**src/sv/mbla_pkg.sv**
```systemverilog
package mbla_pkg;

    // Cleaned-up threshold constants
    localparam logic [7:0] DROP_RAW_UNSET  = 8'hFF;
    localparam logic [7:0] DROP_DEFAULT    = 8'd25;
    localparam logic [7:0] DROP_MIN        = 8'd10;
    localparam logic [7:0] DROP_MAX        = 8'd45;
    localparam logic [7:0] SWING_RAW_UNSET = 8'hFF;
    localparam logic [7:0] SWING_DEFAULT   = 8'd15;
    localparam logic [7:0] SWING_MAX       = 8'd100;
    localparam int         PCT_SCALE       = 100;

    // Both runs stop counting once they reach two, so two bits hold them
    localparam int         RUN_W      = 2;
    localparam logic [RUN_W-1:0] RUN_NEEDED = RUN_W'(2);
    localparam logic [RUN_W-1:0] RUN_SAT    = '1;

    // Configuration register indexes
    localparam int         CFG_IDX_W      = 2;
    localparam int         CFG_DATA_W     = 8;
    localparam logic [CFG_IDX_W-1:0] CFG_DROP_PCT  = 2'd0;
    localparam logic [CFG_IDX_W-1:0] CFG_MIN_SWING = 2'd1;
    localparam logic [CFG_IDX_W-1:0] CFG_ENABLE    = 2'd2;

    // Item kinds
    localparam logic CMD_CYCLE = 1'b0;
    localparam logic CMD_WRITE = 1'b1;

    typedef struct packed {
        logic        cmd;
        logic [15:0] cycle_peak_current;
        logic [7:0]  revolution_count;
        logic        idle_flag;
        logic        revolution_mode;
        logic [15:0] swing_centiamps;
        logic        protection_tripped;
        logic        link_lost;
        logic [15:0] baseline_current;
        logic [7:0]  command_code;
    } item_t;

    typedef struct packed {
        logic alarm_latched;
        logic alarm_bit;
        logic ack_accepted;
    } result_t;

    typedef struct packed {
        logic [RUN_W-1:0] suspect_run;
        logic [RUN_W-1:0] recover_run;
        logic             latched;
        logic             reported;
    } state_t;

    typedef struct packed {
        logic [7:0] drop_pct_raw;
        logic [7:0] min_swing_raw;
        logic       alarm_enable;
    } cfg_t;

endpackage

```
**src/sv/mbla_item_if.sv**
```systemverilog
interface mbla_item_if import mbla_pkg::*; ();
    logic  valid;
    logic  ready;
    item_t data;

    modport source (output valid, output data, input ready);
    modport sink   (input valid, input data, output ready);
endinterface

```
**src/sv/mbla_result_if.sv**
```systemverilog
interface mbla_result_if import mbla_pkg::*; ();
    logic    valid;
    logic    ready;
    result_t data;

    modport source (output valid, output data, input ready);
    modport sink   (input valid, input data, output ready);
endinterface

```
**src/sv/motor_blade_loss_alarm_core.sv**
```systemverilog
// Channel  Dir  Payload   Beat taken when
// item     in   item_t    item.valid && item.ready
// result   out  result_t  result.valid && result.ready
// cfg      in   idx/data  cfg_we high
//
// One item per clock sustained while the result side takes beats; a taken beat
// goes through the input register, then evaluation into the result register.
// Alarm state updates as a beat leaves the input register, so the next beat
// sees it. Reset clears state, counters and valid flags; config returns to
// its defaults. A stalled result holds its beat while the input register
// still takes one more beat; item.ready then drops until the result moves.
module motor_blade_loss_alarm_core import mbla_pkg::*; #(
    parameter logic [7:0] ACK_CODE = 8'd1
) (
    input  logic                  clk,
    input  logic                  rst_n,
    mbla_item_if.sink             item,
    mbla_result_if.source         result,
    input  logic                  cfg_we,
    input  logic [CFG_IDX_W-1:0]  cfg_index,
    input  logic [CFG_DATA_W-1:0] cfg_data
);

    logic    in_valid_reg;
    item_t   in_item_reg;
    logic    out_valid_reg;
    result_t result_reg;
    state_t  state_reg;
    state_t  state_next;
    result_t result_next;
    cfg_t    cfg_reg;
    logic    out_free;
    logic    advance;

    assign out_free   = !out_valid_reg || result.ready;
    assign advance    = in_valid_reg && out_free;
    assign item.ready = !in_valid_reg || out_free;

    assign result.valid = out_valid_reg;
    assign result.data  = result_reg;

    mbla_eval #(
        .ACK_CODE (ACK_CODE)
    ) u_eval (
        .item       (in_item_reg),
        .cfg        (cfg_reg),
        .state      (state_reg),
        .state_next (state_next),
        .res        (result_next)
    );

    always_ff @(posedge clk or negedge rst_n)
    begin
        if (!rst_n)
        begin
            in_valid_reg  <= 1'b0;
            out_valid_reg <= 1'b0;
            state_reg     <= '0;
        end
        else
        begin
            if (item.ready)
                in_valid_reg <= item.valid;
            if (out_free)
                out_valid_reg <= in_valid_reg;
            if (advance)
                state_reg <= state_next;
        end
    end

    always_ff @(posedge clk)
    begin
        if (item.valid && item.ready)
            in_item_reg <= item.data;
        if (advance)
            result_reg <= result_next;
    end

    always_ff @(posedge clk or negedge rst_n)
    begin
        if (!rst_n)
        begin
            cfg_reg.drop_pct_raw  <= DROP_RAW_UNSET;
            cfg_reg.min_swing_raw <= SWING_RAW_UNSET;
            cfg_reg.alarm_enable  <= 1'b1;
        end
        else if (cfg_we)
        begin
            case (cfg_index)
                CFG_DROP_PCT:  cfg_reg.drop_pct_raw  <= cfg_data;
                CFG_MIN_SWING: cfg_reg.min_swing_raw <= cfg_data;
                CFG_ENABLE:    cfg_reg.alarm_enable  <= cfg_data[0];
                default:       ;
            endcase
        end
    end

`ifndef NO_ASSERTIONS
    // reported bit is only ever set together with the latch
    assert property (@(posedge clk) disable iff (!rst_n)
        state_reg.reported |-> state_reg.latched)
        else $error("reported alarm bit set without latch");

    // unlatched streak never sits at the latching count
    assert property (@(posedge clk) disable iff (!rst_n)
        !state_reg.latched |-> (state_reg.suspect_run < RUN_NEEDED))
        else $error("suspect streak reached limit without latching");

    // an acknowledge beat leaves everything cleared
    assert property (@(posedge clk) disable iff (!rst_n)
        (advance && in_item_reg.cmd == CMD_WRITE && in_item_reg.command_code == ACK_CODE)
        |=> (state_reg == '0 && result_reg.ack_accepted && !result_reg.alarm_latched))
        else $error("acknowledge did not clear alarm state");

    // state only moves when a beat is evaluated
    assert property (@(posedge clk) disable iff (!rst_n)
        !advance |=> $stable(state_reg))
        else $error("alarm state changed without a beat");

    // input side only stalls while the input register is full
    assert property (@(posedge clk) disable iff (!rst_n)
        !item.ready |-> (in_valid_reg && out_valid_reg))
        else $error("item stalled with free storage");
`endif

endmodule

```
**src/sv/mbla_eval.sv**
```systemverilog
module mbla_eval import mbla_pkg::*; #(
    parameter logic [7:0] ACK_CODE = 8'd1
) (
    input  item_t   item,
    input  cfg_t    cfg,
    input  state_t  state,
    output state_t  state_next,
    output result_t res
);

    logic [5:0]       drop_pct;
    logic [6:0]       min_swing;
    logic [21:0]      drop_prod;
    logic [23:0]      peak_scaled;
    logic             peak_low;
    logic             peak_ok;
    logic             suspect;
    logic             ack_hit;
    logic [RUN_W-1:0] run_inc;
    logic [RUN_W-1:0] rec_inc;
    state_t           cleared;

    always_comb
    begin
        if (cfg.drop_pct_raw == DROP_RAW_UNSET || cfg.drop_pct_raw < DROP_MIN)
            drop_pct = DROP_DEFAULT[5:0];
        else if (cfg.drop_pct_raw > DROP_MAX)
            drop_pct = DROP_MAX[5:0];
        else
            drop_pct = cfg.drop_pct_raw[5:0];

        if (cfg.min_swing_raw == SWING_RAW_UNSET || cfg.min_swing_raw == 8'd0)
            min_swing = SWING_DEFAULT[6:0];
        else if (cfg.min_swing_raw > SWING_MAX)
            min_swing = SWING_MAX[6:0];
        else
            min_swing = cfg.min_swing_raw[6:0];
    end

    // peak < floor(base*pct/100)  <=>  base*pct >= 100*(peak+1)
    assign drop_prod   = 22'(item.baseline_current) * 22'(drop_pct);
    assign peak_scaled = (24'(item.cycle_peak_current) + 24'd1) * 24'(PCT_SCALE);
    assign peak_low    = 24'(drop_prod) >= peak_scaled;
    // floor(base*50/100) is base halved
    assign peak_ok     = item.cycle_peak_current >= (item.baseline_current >> 1);

    assign suspect = (item.revolution_count == 8'd0) && item.idle_flag && peak_low
                     && (item.swing_centiamps <= 16'(min_swing));

    assign run_inc = (state.suspect_run == RUN_SAT) ? state.suspect_run
                                                    : state.suspect_run + RUN_W'(1);
    assign ack_hit = (item.command_code == ACK_CODE);

    always_comb
    begin
        cleared = '0;
        state_next = state;
        rec_inc = '0;
        res.ack_accepted = 1'b0;

        if (item.cmd == CMD_WRITE)
        begin
            if (ack_hit)
            begin
                state_next = cleared;
                res.ack_accepted = 1'b1;
            end
        end
        else if (item.revolution_mode && item.baseline_current != 16'd0)
        begin
            if (item.protection_tripped || item.link_lost)
            begin
                state_next.suspect_run = '0;
            end
            else if (state.latched)
            begin
                if (item.revolution_count != 8'd0 && peak_ok)
                    rec_inc = (state.recover_run == RUN_SAT) ? state.recover_run
                                                             : state.recover_run + RUN_W'(1);
                if (rec_inc >= RUN_NEEDED)
                    state_next = cleared;
                else
                    state_next.recover_run = rec_inc;
            end
            else if (suspect)
            begin
                state_next.suspect_run = run_inc;
                if (run_inc >= RUN_NEEDED)
                begin
                    state_next.latched  = 1'b1;
                    state_next.reported = cfg.alarm_enable;
                end
            end
            else
            begin
                state_next.suspect_run = '0;
            end
        end

        res.alarm_latched = state_next.latched;
        res.alarm_bit     = state_next.reported;
    end

endmodule

```
**src/flat_wrapper.sv**
```systemverilog
// flat-port wrapper written by rule: the top's interface ports become plain ports
module motor_blade_loss_alarm_core_flat import mbla_pkg::*;
#(
    parameter logic [7:0] ACK_CODE = 8'd1
)
  (clk, rst_n, cfg_we, cfg_index, cfg_data, item_valid, item_data, item_ready, result_valid, result_data, result_ready);
  mbla_item_if item_i ();
  mbla_result_if result_i ();
  input  logic clk;
  input  logic rst_n;
  input  logic cfg_we;
  input  logic [CFG_IDX_W-1:0] cfg_index;
  input  logic [CFG_DATA_W-1:0] cfg_data;
  input wire logic [$bits(item_i.valid)-1:0] item_valid;
  input wire logic [$bits(item_i.data)-1:0] item_data;
  output wire logic [$bits(item_i.ready)-1:0] item_ready;
  output wire logic [$bits(result_i.valid)-1:0] result_valid;
  output wire logic [$bits(result_i.data)-1:0] result_data;
  input wire logic [$bits(result_i.ready)-1:0] result_ready;
  assign item_i.valid = item_valid;
  assign item_i.data = item_data;
  assign item_ready = item_i.ready;
  assign result_valid = result_i.valid;
  assign result_data = result_i.data;
  assign result_i.ready = result_ready;
  motor_blade_loss_alarm_core #(.ACK_CODE(ACK_CODE)) u_core (.clk(clk), .rst_n(rst_n), .item(item_i), .result(result_i), .cfg_we(cfg_we), .cfg_index(cfg_index), .cfg_data(cfg_data));
endmodule
```
**config.mk**
```make
export PLATFORM = sky130hd
export DESIGN_NAME = motor_blade_loss_alarm_core_flat
export DESIGN_NICKNAME = d
export VERILOG_FILES = /design/src/sv/mbla_pkg.sv /design/src/sv/mbla_item_if.sv /design/src/sv/mbla_result_if.sv /design/src/sv/motor_blade_loss_alarm_core.sv /design/src/sv/mbla_eval.sv /design/src/flat_wrapper.sv
export SDC_FILE = /design/constraint.sdc
export NUM_CORES = 1
export LEC_CHECK = 0
export BUFFER_PORTS_ARGS = -buffer_cell sky130_fd_sc_hd__buf_4
export CORE_ASPECT_RATIO = 1.75
export CORE_MARGIN = 3
export CORE_UTILIZATION = 55
export CTS_BUF_LIST = sky130_fd_sc_hd__clkbuf_2 sky130_fd_sc_hd__clkbuf_4 sky130_fd_sc_hd__clkbuf_8
export DETAILED_ROUTE_END_ITERATION = 8
export PLACE_DENSITY = 0.75
export SLEW_MARGIN = 20
export SYNTH_ARGS = -nofsm -noshare
export SYNTH_HDL_FRONTEND = slang
export SYNTH_SLANG_ARGS = --single-unit
```
**constraint.sdc**
```tcl
create_clock -name clk -period 12.2 [get_ports clk]
set_clock_uncertainty 0.15 [all_clocks]
set_input_delay 0 -clock clk [delete_from_list [all_inputs] [get_ports clk]]
set_output_delay 0 -clock clk [all_outputs]
set_load 0.02 [all_outputs]
```
## Word level (Yosys, flattened, before mapping)

Cells that the tools add are included.

- Add/sub/neg operators: 3
- Multiply operators: 2
- $lt $le $gt $ge: 8
- Equality and inequality tests: 10
- Multiplexer cells: 26
- Reductions and logical operators: 26

Operators with widths:

| kind | count |
|---|---|
| $mux W2 | 17 |
| $mux W6 | 5 |
| $ge A22 B24 Y1 | 1 |
| $mul A16 B6 Y22 | 1 |
| $mul A17 B5 Y22 const B | 1 |
| $add A16 B1 Y17 const B | 1 |
| $eq A8 B8 Y1 const B | 2 |
| $ge A16 B15 Y1 | 1 |
| $le A16 B7 Y1 | 1 |
| $logic_not A8 Y1 | 2 |
| $reduce_bool A16 Y1 | 1 |
| $mux W7 | 2 |
| $eq A8 B1 Y1 const B | 1 |
| $gt A8 B6 Y1 const B | 1 |
| $gt A8 B7 Y1 const B | 1 |
| $lt A8 B4 Y1 const B | 1 |
| $reduce_bool A8 Y1 | 1 |
| $logic_and A1 B1 Y1 | 7 |
| $eq A2 B2 Y1 const B | 3 |
| $reduce_and A2 Y1 | 3 |
| $logic_or A1 B1 Y1 | 5 |
| $reduce_and A5 Y1 | 1 |
| $add A2 B1 Y2 const B | 2 |
| $ge A2 B2 Y1 const B | 2 |
| other kinds (10) | 12 |

- Bits in registers: 97
- Input port bits: 84
- Output and inout bits: 5
- Word-level logic and storage cells: 97

## Longest topological paths before layout

Gate-level depths: netlist of run 1.

- Depth in word-level cells: 13
- Gate-level depth with buffers: 30
- Mapped depth without buffers: 29

## Cells and area by module

A second synthesis of run 1 with hierarchy kept.

- Cells, all modules: 945
- Area total of the unflattened synthesis: 9487.8 um^2

Modules (own cells, without submodules):

| module | instances | cells an instance | area each (um^2) |
|---|---|---|---|
| mbla_eval | 1 | 815 | 6342.3 |
| motor_blade_loss_alarm_core | 1 | 130 | 3145.5 |

## Worst setup path before layout of run 1

OpenSTA, ideal clock, no wires.

- Path type: reg-to-reg
- From: register u_core.cfg_reg[16] (netlist name)
- To: register u_core.result_reg (netlist bit u_core.result.data[1]), data pin
- Setup time: 259 ps
- Arrival: 6523 ps
- Required time: 11791 ps
- Setup slack: 5268 ps
- Cell stages (with the launch flop): 29
- Buffers on the path: 2
- Clock period less this slack: 6932 ps
- Cells stage by stage: dfstp_2 nor3_1 nand2_1 o22ai_1 clkbuf_1 clkbuf_1 nor3_1 fa_1 fa_1 inv_1 fa_1 inv_1 ha_1 o21a_1 o21a_1 and3_1 a21oi_1 o31ai_1 a41o_1 o41ai_1 xnor2_1 ha_1 o21ai_0 a21oi_1 a2111oi_2 a21oi_1 and4_1 o21ai_0 a2bb2oi_1

RTL lines:

| element | line | source |
|---|---|---|
| from (decl) | motor_blade_loss_alarm_core.sv:31 | `cfg_t cfg_reg;` |
| to (signal assigned) | motor_blade_loss_alarm_core.sv:76 | `result_reg <= result_next;` |
| to (decl) | motor_blade_loss_alarm_core.sv:27 | `result_t result_reg;` |

==> summary.txt, run 1 <==
Pwr
  – Leakage: 5.364 nW
  – PD cells: 215.1 nW/um^2
  – Peak supply drop: 0.1503 mV
  – Total Power: 2.486 mW

STA
  – Worst hold slack: 0.1076 ns
  – Unrepaired setup endpoints after global routing: no
  – Final Cycle Share: 64.21%
  – Final Max Tran Viols: 0
  – Max Fclk: 127.7 MHz
  – Slew margin rel.: 29.75%
  – Worst Tran Pin Value: 1.054 ns
  – Fin. Hold Viols: 0
  – Final min period: 7.834 ns
  – Final setup fails: 0
  – Setup TNS: 0 ns

Route
  – Via count: 7,629
  – DRC: 0
  – Routed Antenna Nets: 0
  – Pre-antenna DRT Iters: 5
  – Vias/cell: 5.532
  – Routed len/inst: 16.87 microns
  – Overall routed net length: 23.26 mm
  – 1st-iter DRT viols: 332

Placement
  – Input/output buffers: 88
  – Detail Placement HPWL: 17.44 mm
  – Placed Cells: 1,272
  – Routability cong.: 0.9308

Yosys
  – Syn_nets: 1,248
  – Avg Synthesized Cell Area: 9.844 sq um
  – Flops & latches, synth: 97
  – Synthesis Warnings: 0
  – Cell area after synthesis: 9539 sq um
  – Cell variety after synth: 66
  – Register area share after synthesis: 29.45%
  – Async set-reset flop share out of synthesis: 25.77%
  – Synth Instances: 969
  – Top FF cell, synth: edfxtp_1
  – Number of synthesized flops with an enable pin: 72

Worst setup path
  – Critical Path RT: 12.19 ns
  – Critical path class: reg -> reg
  – Worst Reg-to-Reg Cells: 28
  – Setup crit end kind: flop
  – CP max stage cell: o22ai_4
  – Element type at the critical path start: flop
  – CP peak stage delay: 0.63 ns
  – CP Data Arrival Time: 7.83 ns
  – Max FO, Critical Path: 30
  – Top cell by count, worst path: a21oi_1

Final layout
  – Fill cells: 1,290
  – Layout cell share with drive strength beyond 1: 13.37%
  – Max reg flops: 69
  – Nets: 1,426
  – Multi-input logic area: 6070 sq um
  – Post-layout utilization of the core: 68.20%
  – Storage cell area: 2809 sq um
  – Layout area overhead: 21.17%
  – Finished Layout Cells: 1,379
  – Number of diodes: 0

Job
  – Max Cap Viol: 0

GRT
  – Congestion Overflow GR: 0
  – Initial antenna violation count: 0
  – Vias in the first global route: 8,346
  – Total GRT Usage: 25.63%
  – First-pass GRT wire length: 38.95 mm
  – Pin count of the biggest net entering global routing: 70

Run status
  – Status: complete, no violations

Floorplanning
  – I/O pin cnt: 89
  – Core area: 16,950 sq um
  – Initial Utilization: 56.29%
  – FP Rows: 63
  – Die area: 19,020 sq um
  – Die height: 180.2 microns
  – Die Span X: 105.6 microns

Clocking
  – Worst-Skew Late Latency: 0.38 ns
  – CTS H-tree depth: 3
  – Postcts setup bufs: 0
  – Clock root cell: clkbuf_8
  – Max clock buf depth: 2
  – Register clock-pin slew on the reported worst setup and hold paths: 0.11 ns
  – CTS tree: done
  – Sink Count: 97
  – CTS Buf Count: 9

Worst hold path
  – Worst Hold Class: in -> async
==> what timing repair did <==
action | CTS | global route
endpoints found under the hold margin | 113 | 0
hold buffers | 91 | 0
resized for setup | 0 | 0
==> cell families after synthesis <==
group | after synthesis | synth area share (%)
muxes | 17 | 1.981
xor gates and xnor gates | 48 | 4.407
DFF | 97 | 29.45
buffers and inverters | 181 | 7.135
AOI/OAI and AO/OA | 148 | 10.45
and+or+nand+nor | 283 | 15.57
adders and majority gates | 195 | 31.01
==> critical path, delay by kind of cell (launching register included) <==
family / cells / cell delay, ns
AO/OA/AOI/OAI: 14 / 3.35
adder cells (fa/ha/maj): 5 / 2.19
AND/OR/NAND/NOR: 5 / 1.01
flip-flops: 1 / 0.41
buffers and inverters: 3 / 0.34
XOR/XNOR: 1 / 0.12
==> layer usage <==
metal	vias to the layer above	track usage, %	share of wire (%)
li1	3696	-	-
met1	3635	26.55	36
met2	231	49.74	56
met3	67	3.550	4.1
met4	0	11.67	4.1
met5	-	0	0
==> final cells by class <==
class	count	area share, %
multi-input combinational	691	52.51
sequential	97	24.30
timing repair buffer	182	13.79
inverter	166	5.391
tap	227	2.457
clock buffer	11	1.202
clock inverter	5	0.3464
==> report_power, final <==
group	leakage [nW]	switching (mW)	total (mW)	internal, mW
sequential	0.976	0.0293	0.424	0.395
clock	0.0887	0.122	0.202	0.0807
combinational	4.30	1.04	1.86	0.817
==> cell usage after synthesis (17+ instances only) <==
| master | number | share of area (%) |
|---|---|---|
| o21ai_0 | 26 | 1.4 |
| and2_1 | 35 | 2.3 |
| nor2_1 | 64 | 2.5 |
| inv_1 | 166 | 6.5 |
| a21oi_1 | 43 | 2.3 |
| xnor2_1 | 26 | 2.4 |
| edfxtp_1 | 72 | 23 |
| dfstp_2 | 17 | 4.7 |
| nor4_1 | 26 | 1.7 |
| nand3_1 | 19 | 1.0 |
| fa_1 | 69 | 14 |
| nand2_1 | 52 | 2.0 |
| a21o_1 | 17 | 1.3 |
| xor2_1 | 22 | 2.0 |
| ha_1 | 126 | 17 |
| nor3_1 | 22 | 1.2 |
==> path summary, 6_finish.rpt <==
kind | startpoint | end | slack, ns
max | u_core.cfg_reg[15]$_DFFE_PN1P_ | u_core.result.data[1]$_DFFE_PP_ | 4.37
min | rst_n | u_core.cfg_reg[15]$_DFFE_PN1P_ | 0.11
max reg2reg | u_core.cfg_reg[15]$_DFFE_PN1P_ | u_core.result.data[1]$_DFFE_PP_ | 4.37
min reg2reg | u_core.state_reg[2]$_DFFE_PN0P_ | u_core.state_reg[2]$_DFFE_PN0P_ | 0.35
max in group asynchronous | rst_n | u_core.state_reg[3]$_DFFE_PN0P_ | 10.92
min in group clk | item_data[2] | u_core.in_item_reg[2]$_DFFE_PP_ | 0.17
==> per-stage QoR <==
step / worst slack (ns) / area, sq um
5_1_grt: 3.800 / 11560
3_3_place_gp: 4.251 / 10460
6_report: 4.366 / 11560
4_1_cts: 4.114 / 11550
2_1_floorplan: 5.268 / 9539
3_5_place_dp: 4.128 / 10460
==> placed cells by master (no fill, tap or decap), types with 13 or more instances in the layout <==
master	synthesis	routed
edfxtp_1	72	72
ha_1	126	126
and2_1	35	34
nor2_1	64	64
nor4_1	26	26
nand4_1	13	13
xor2_1	22	22
dlygate4sd3_1	0	91
nand2_1	52	52
o21ai_0	26	26
buf_4	0	91
nand3_1	19	19
a21oi_1	43	42
mux2_2	15	15
xnor2_1	26	26
inv_1	166	166
a21o_1	17	17
nor3_1	22	22
dfstp_2	17	17
fa_1	69	69
Power figures use the tool's default switching activity.
==> run 2, diff against run 1 <==
--- a/config.mk
+++ b/config.mk
@@ -11,7 +11,7 @@
 export CORE_UTILIZATION = 55
 export CTS_BUF_LIST = sky130_fd_sc_hd__clkbuf_2 sky130_fd_sc_hd__clkbuf_4 sky130_fd_sc_hd__clkbuf_8
 export DETAILED_ROUTE_END_ITERATION = 8
-export PLACE_DENSITY = 0.75
+export PLACE_DENSITY = 0.78
 export SLEW_MARGIN = 20
 export SYNTH_ARGS = -nofsm -noshare
 export SYNTH_HDL_FRONTEND = slang
==> constraint.sdc (replaced) <==
create_clock -name clk -period 6.8 [get_ports clk]
set_clock_uncertainty 0.15 [all_clocks]
set_input_delay 0 -clock clk [delete_from_list [all_inputs] [get_ports clk]]
set_output_delay 0 -clock clk [all_outputs]
set_load 0.02 [all_outputs]
==> summary.txt, run 2 (same netlist as run 1, synthesis figures left out) <==
Worst setup path
  – Crit. Startpoint: u_core.cfg_reg[14]$_DFFE_PN1P_
  – RR Endpoint: u_core.result.data[1]$_DFFE_PP_
  – CP Data Arrival Time: 6.75 ns (-1.08 ns)
  – Critical Path RT: 6.81 ns (-5.38 ns)
  – Element type at the critical path start: flop
  – Max FO, Critical Path: 6 (-80%)
  – R2r setup slk: 0.07 ns (-4.30 ns)
  – Critical path class: reg -> reg
  – Setup crit end kind: flop
  – Reg2Reg Launch Point: u_core.cfg_reg[14]$_DFFE_PN1P_
  – Crit path capture: u_core.result.data[1]$_DFFE_PP_
  – Worst Reg-to-Reg Cells: 27 (-3.6%)

Route
  – Vias/cell: 5.620 (+1.6%)
  – Via count: 7,981 (+4.6%)
  – DRC: 0 (unchanged)
  – Overall routed net length: 25.46 mm (+9.5%)
  – Routed Antenna Nets: 0 (unchanged)
  – Routed len/inst: 17.93 microns (+6.3%)
  – 1st-iter DRT viols: 531 (+60%)
  – Pre-antenna DRT Iters: 5 (unchanged)

Clocking
  – CTS Buf Count: 9 (unchanged)
  – Clock root cell: clkbuf_8
  – CTS tree: done
  – Max clock buf depth: 2 (unchanged)
  – Worst-Skew Late Latency: 0.41 ns (+0.03 ns)
  – CTS H-tree depth: 3 (unchanged)
  – Sink Count: 97 (unchanged)
  – Register clock-pin slew on the reported worst setup and hold paths: 0.11 ns (about the same)

STA
  – Worst Tran Pin Value: 0.9399 ns (-0.1139 ns)
  – Worst hold slack: 0.1049 ns (-0.002698 ns)
  – Slew margin rel.: 36.35% (+6.6 points)
  – Final min period: 6.732 ns (-1.101 ns)
  – Setup TNS: 0 ns (unchanged)
  – Final Cycle Share: 99.01% (+35 points)
  – Final WS setup: 0.06760 ns (-4.299 ns)
  – Final setup fails: 0 (unchanged)
  – Final Max Tran Viols: 0 (unchanged)
  – Unrepaired setup endpoints after global routing: yes
  – Max Fclk: 148.5 MHz (+16%)
  – Fin. Hold Viols: 0 (unchanged)

Job
  – Max Cap Viol: 0 (unchanged)

Pwr
  – Seq pwr share: 14.5% (-2.6 points)
  – Clock share of power: 7.5% (-0.6 points)
  – Peak supply drop: 0.2619 mV (+74%)
  – Gate power share: 78.1% (+3.3 points)
  – Net switching power figure: 2.485 mW (+110%)
  – Int Pwr: 2.771 mW (+110%)
  – Total Power: 5.257 mW (+110%)
  – Switch share: 47.28% (-0.73 points)
  – PD cells: 428.1 nW/um^2 (+99%)
  – Leakage: 5.618 nW (+4.7%)

Final layout
  – Storage cell area: 2809 sq um (unchanged)
  – Nets: 1,466 (+2.8%)
  – Max reg flops: 69 (unchanged)
  – Fill cells: 1,100 (-15%)
  – Commonest cells after routing, fill and taps aside: inv_1 (160), buf_4 (120), ha_1 (117)
  – Post-layout utilization of the core: 72.45% (+4.3 points)
  – Layout cell share with drive strength beyond 1: 20.97% (+7.6 points)
  – Multi-input logic area: 6395 sq um (+5.4%)
  – Finished Layout Cells: 1,420 (+3.0%)
  – Post-route cell area: 12,280 sq um (+6.2%)
  – Most common cell after layout, fill and taps aside: inv_1
  – Layout area overhead: 28.73%

GRT
  – Total GRT Usage: 26.18% (+0.55 points)
  – Initial antenna violation count: 1 (+1)
  – First-pass GRT wire length: 39.70 mm (+1.9%)
  – Pin count of the biggest net entering global routing: 70 (unchanged)
  – Congestion Overflow GR: 0 (unchanged)
  – Vias in the first global route: 8,310 (-0.43%)

Floorplanning
  – Initial Utilization: 56.29% (unchanged)
  – Die height: 180.2 microns (unchanged)
  – FP Rows: 63 (unchanged)
  – Core area: 16,950 sq um (unchanged)
  – Die Span X: 105.6 microns (unchanged)
  – I/O pin cnt: 89 (unchanged)
  – Die area: 19,020 sq um (unchanged)

Placement
  – Detail Placement HPWL: 17.66 mm (+1.2%)
  – Setup WS pre-CTS: -0.1035 ns (-4.231 ns)
  – Input/output buffers: 88 (unchanged)
  – Post-DP Area: 10,600 sq um (+1.3%)
  – Placed Cells: 1,288 (+1.3%)
  – Routability cong.: 0.9121 (-2.0%)

Run status
  – Status: complete, no violations

Worst hold path
  – Worst Hold Class: in -> async
-- run 2: cell type report --
class / instances / area share, %
antenna: 1 / 0.02038
clock buffer: 11 / 1.233
clock inverter: 5 / 0.3668
inverter: 166 / 5.074
multi-input combinational: 691 / 52.08
sequential: 97 / 22.88
tap: 227 / 2.313
timing repair buffer: 222 / 16.04
-- run 2: what timing repair did --
| item | in CTS | in global routing |
|---|---|---|
| hold buffers | 93 | 0 |
| endpoints found under the setup margin | 4 | 6 |
| cloned | 0 | 2 |
| buffers inserted | 0 | 20 |
| endpoints found under the hold margin | 113 | 0 |
| resized for setup | 3 | 76 |
| pin swaps | 2 | 65 |
-- run 2: power by group through the flow --
stage	combinational, mW	clock (mW)	sequential [mW]
final	4.10	0.392	0.762
after global routing	4.61	0.417	0.768
after CTS	3.40	0.394	0.760
after detailed placement	3.32	0	0.772
after global placement	3.23	0	0.769
after floorplan	2.55	0	0.754
-- run 2: how the worst min path moves through the flow --
stage,from,to,cells past startpoint
global route,rst_n,u_core.cfg_reg[0]$_DFFE_PN1P_,2
detailed placement,rst_n,u_core.state_reg[2]$_DFFE_PN0P_,1
floorplan,rst_n,u_core.in_valid_reg$_DFFE_PN0N_,0
CTS,rst_n,u_core.cfg_reg[1]$_DFFE_PN1P_,2
global placement,rst_n,u_core.state_reg[1]$_DFFE_PN0P_,1
finish,rst_n,u_core.cfg_reg[1]$_DFFE_PN1P_,2
-- run 2: routing by layer --
| metal | GRT usage [%] | wire length [microns] |
|---|---|---|
| met5 | 0 | 0 |
| met4 | 13.54 | 1388 |
| met3 | 3.406 | 995 |
| met2 | 49.80 | 14100 |
| met1 | 27.46 | 8981 |
-- run 2: worst max-delay path: stages, from the launching register on --
cell	delay, ns
dfstp_2	0.59
nand4_1	0.19
o22ai_2	0.26
a21oi_1	0.06
buf_4	0.16
buf_4	0.14
buf_4	0.14
and2_1	0.17
fa_1	0.52
fa_1	0.56
inv_1	0.06
fa_1	0.52
inv_1	0.06
ha_4	0.30
and3_4	0.22
nand2_2	0.08
a211o_1	0.36
o21bai_1	0.19
a21oi_2	0.08
xnor2_1	0.13
ha_1	0.30
o211ai_1	0.13
a21oi_2	0.24
a2111oi_4	0.08
a21oi_2	0.24
nand4_1	0.15
or2_4	0.27
a2bb2oi_1	0.13
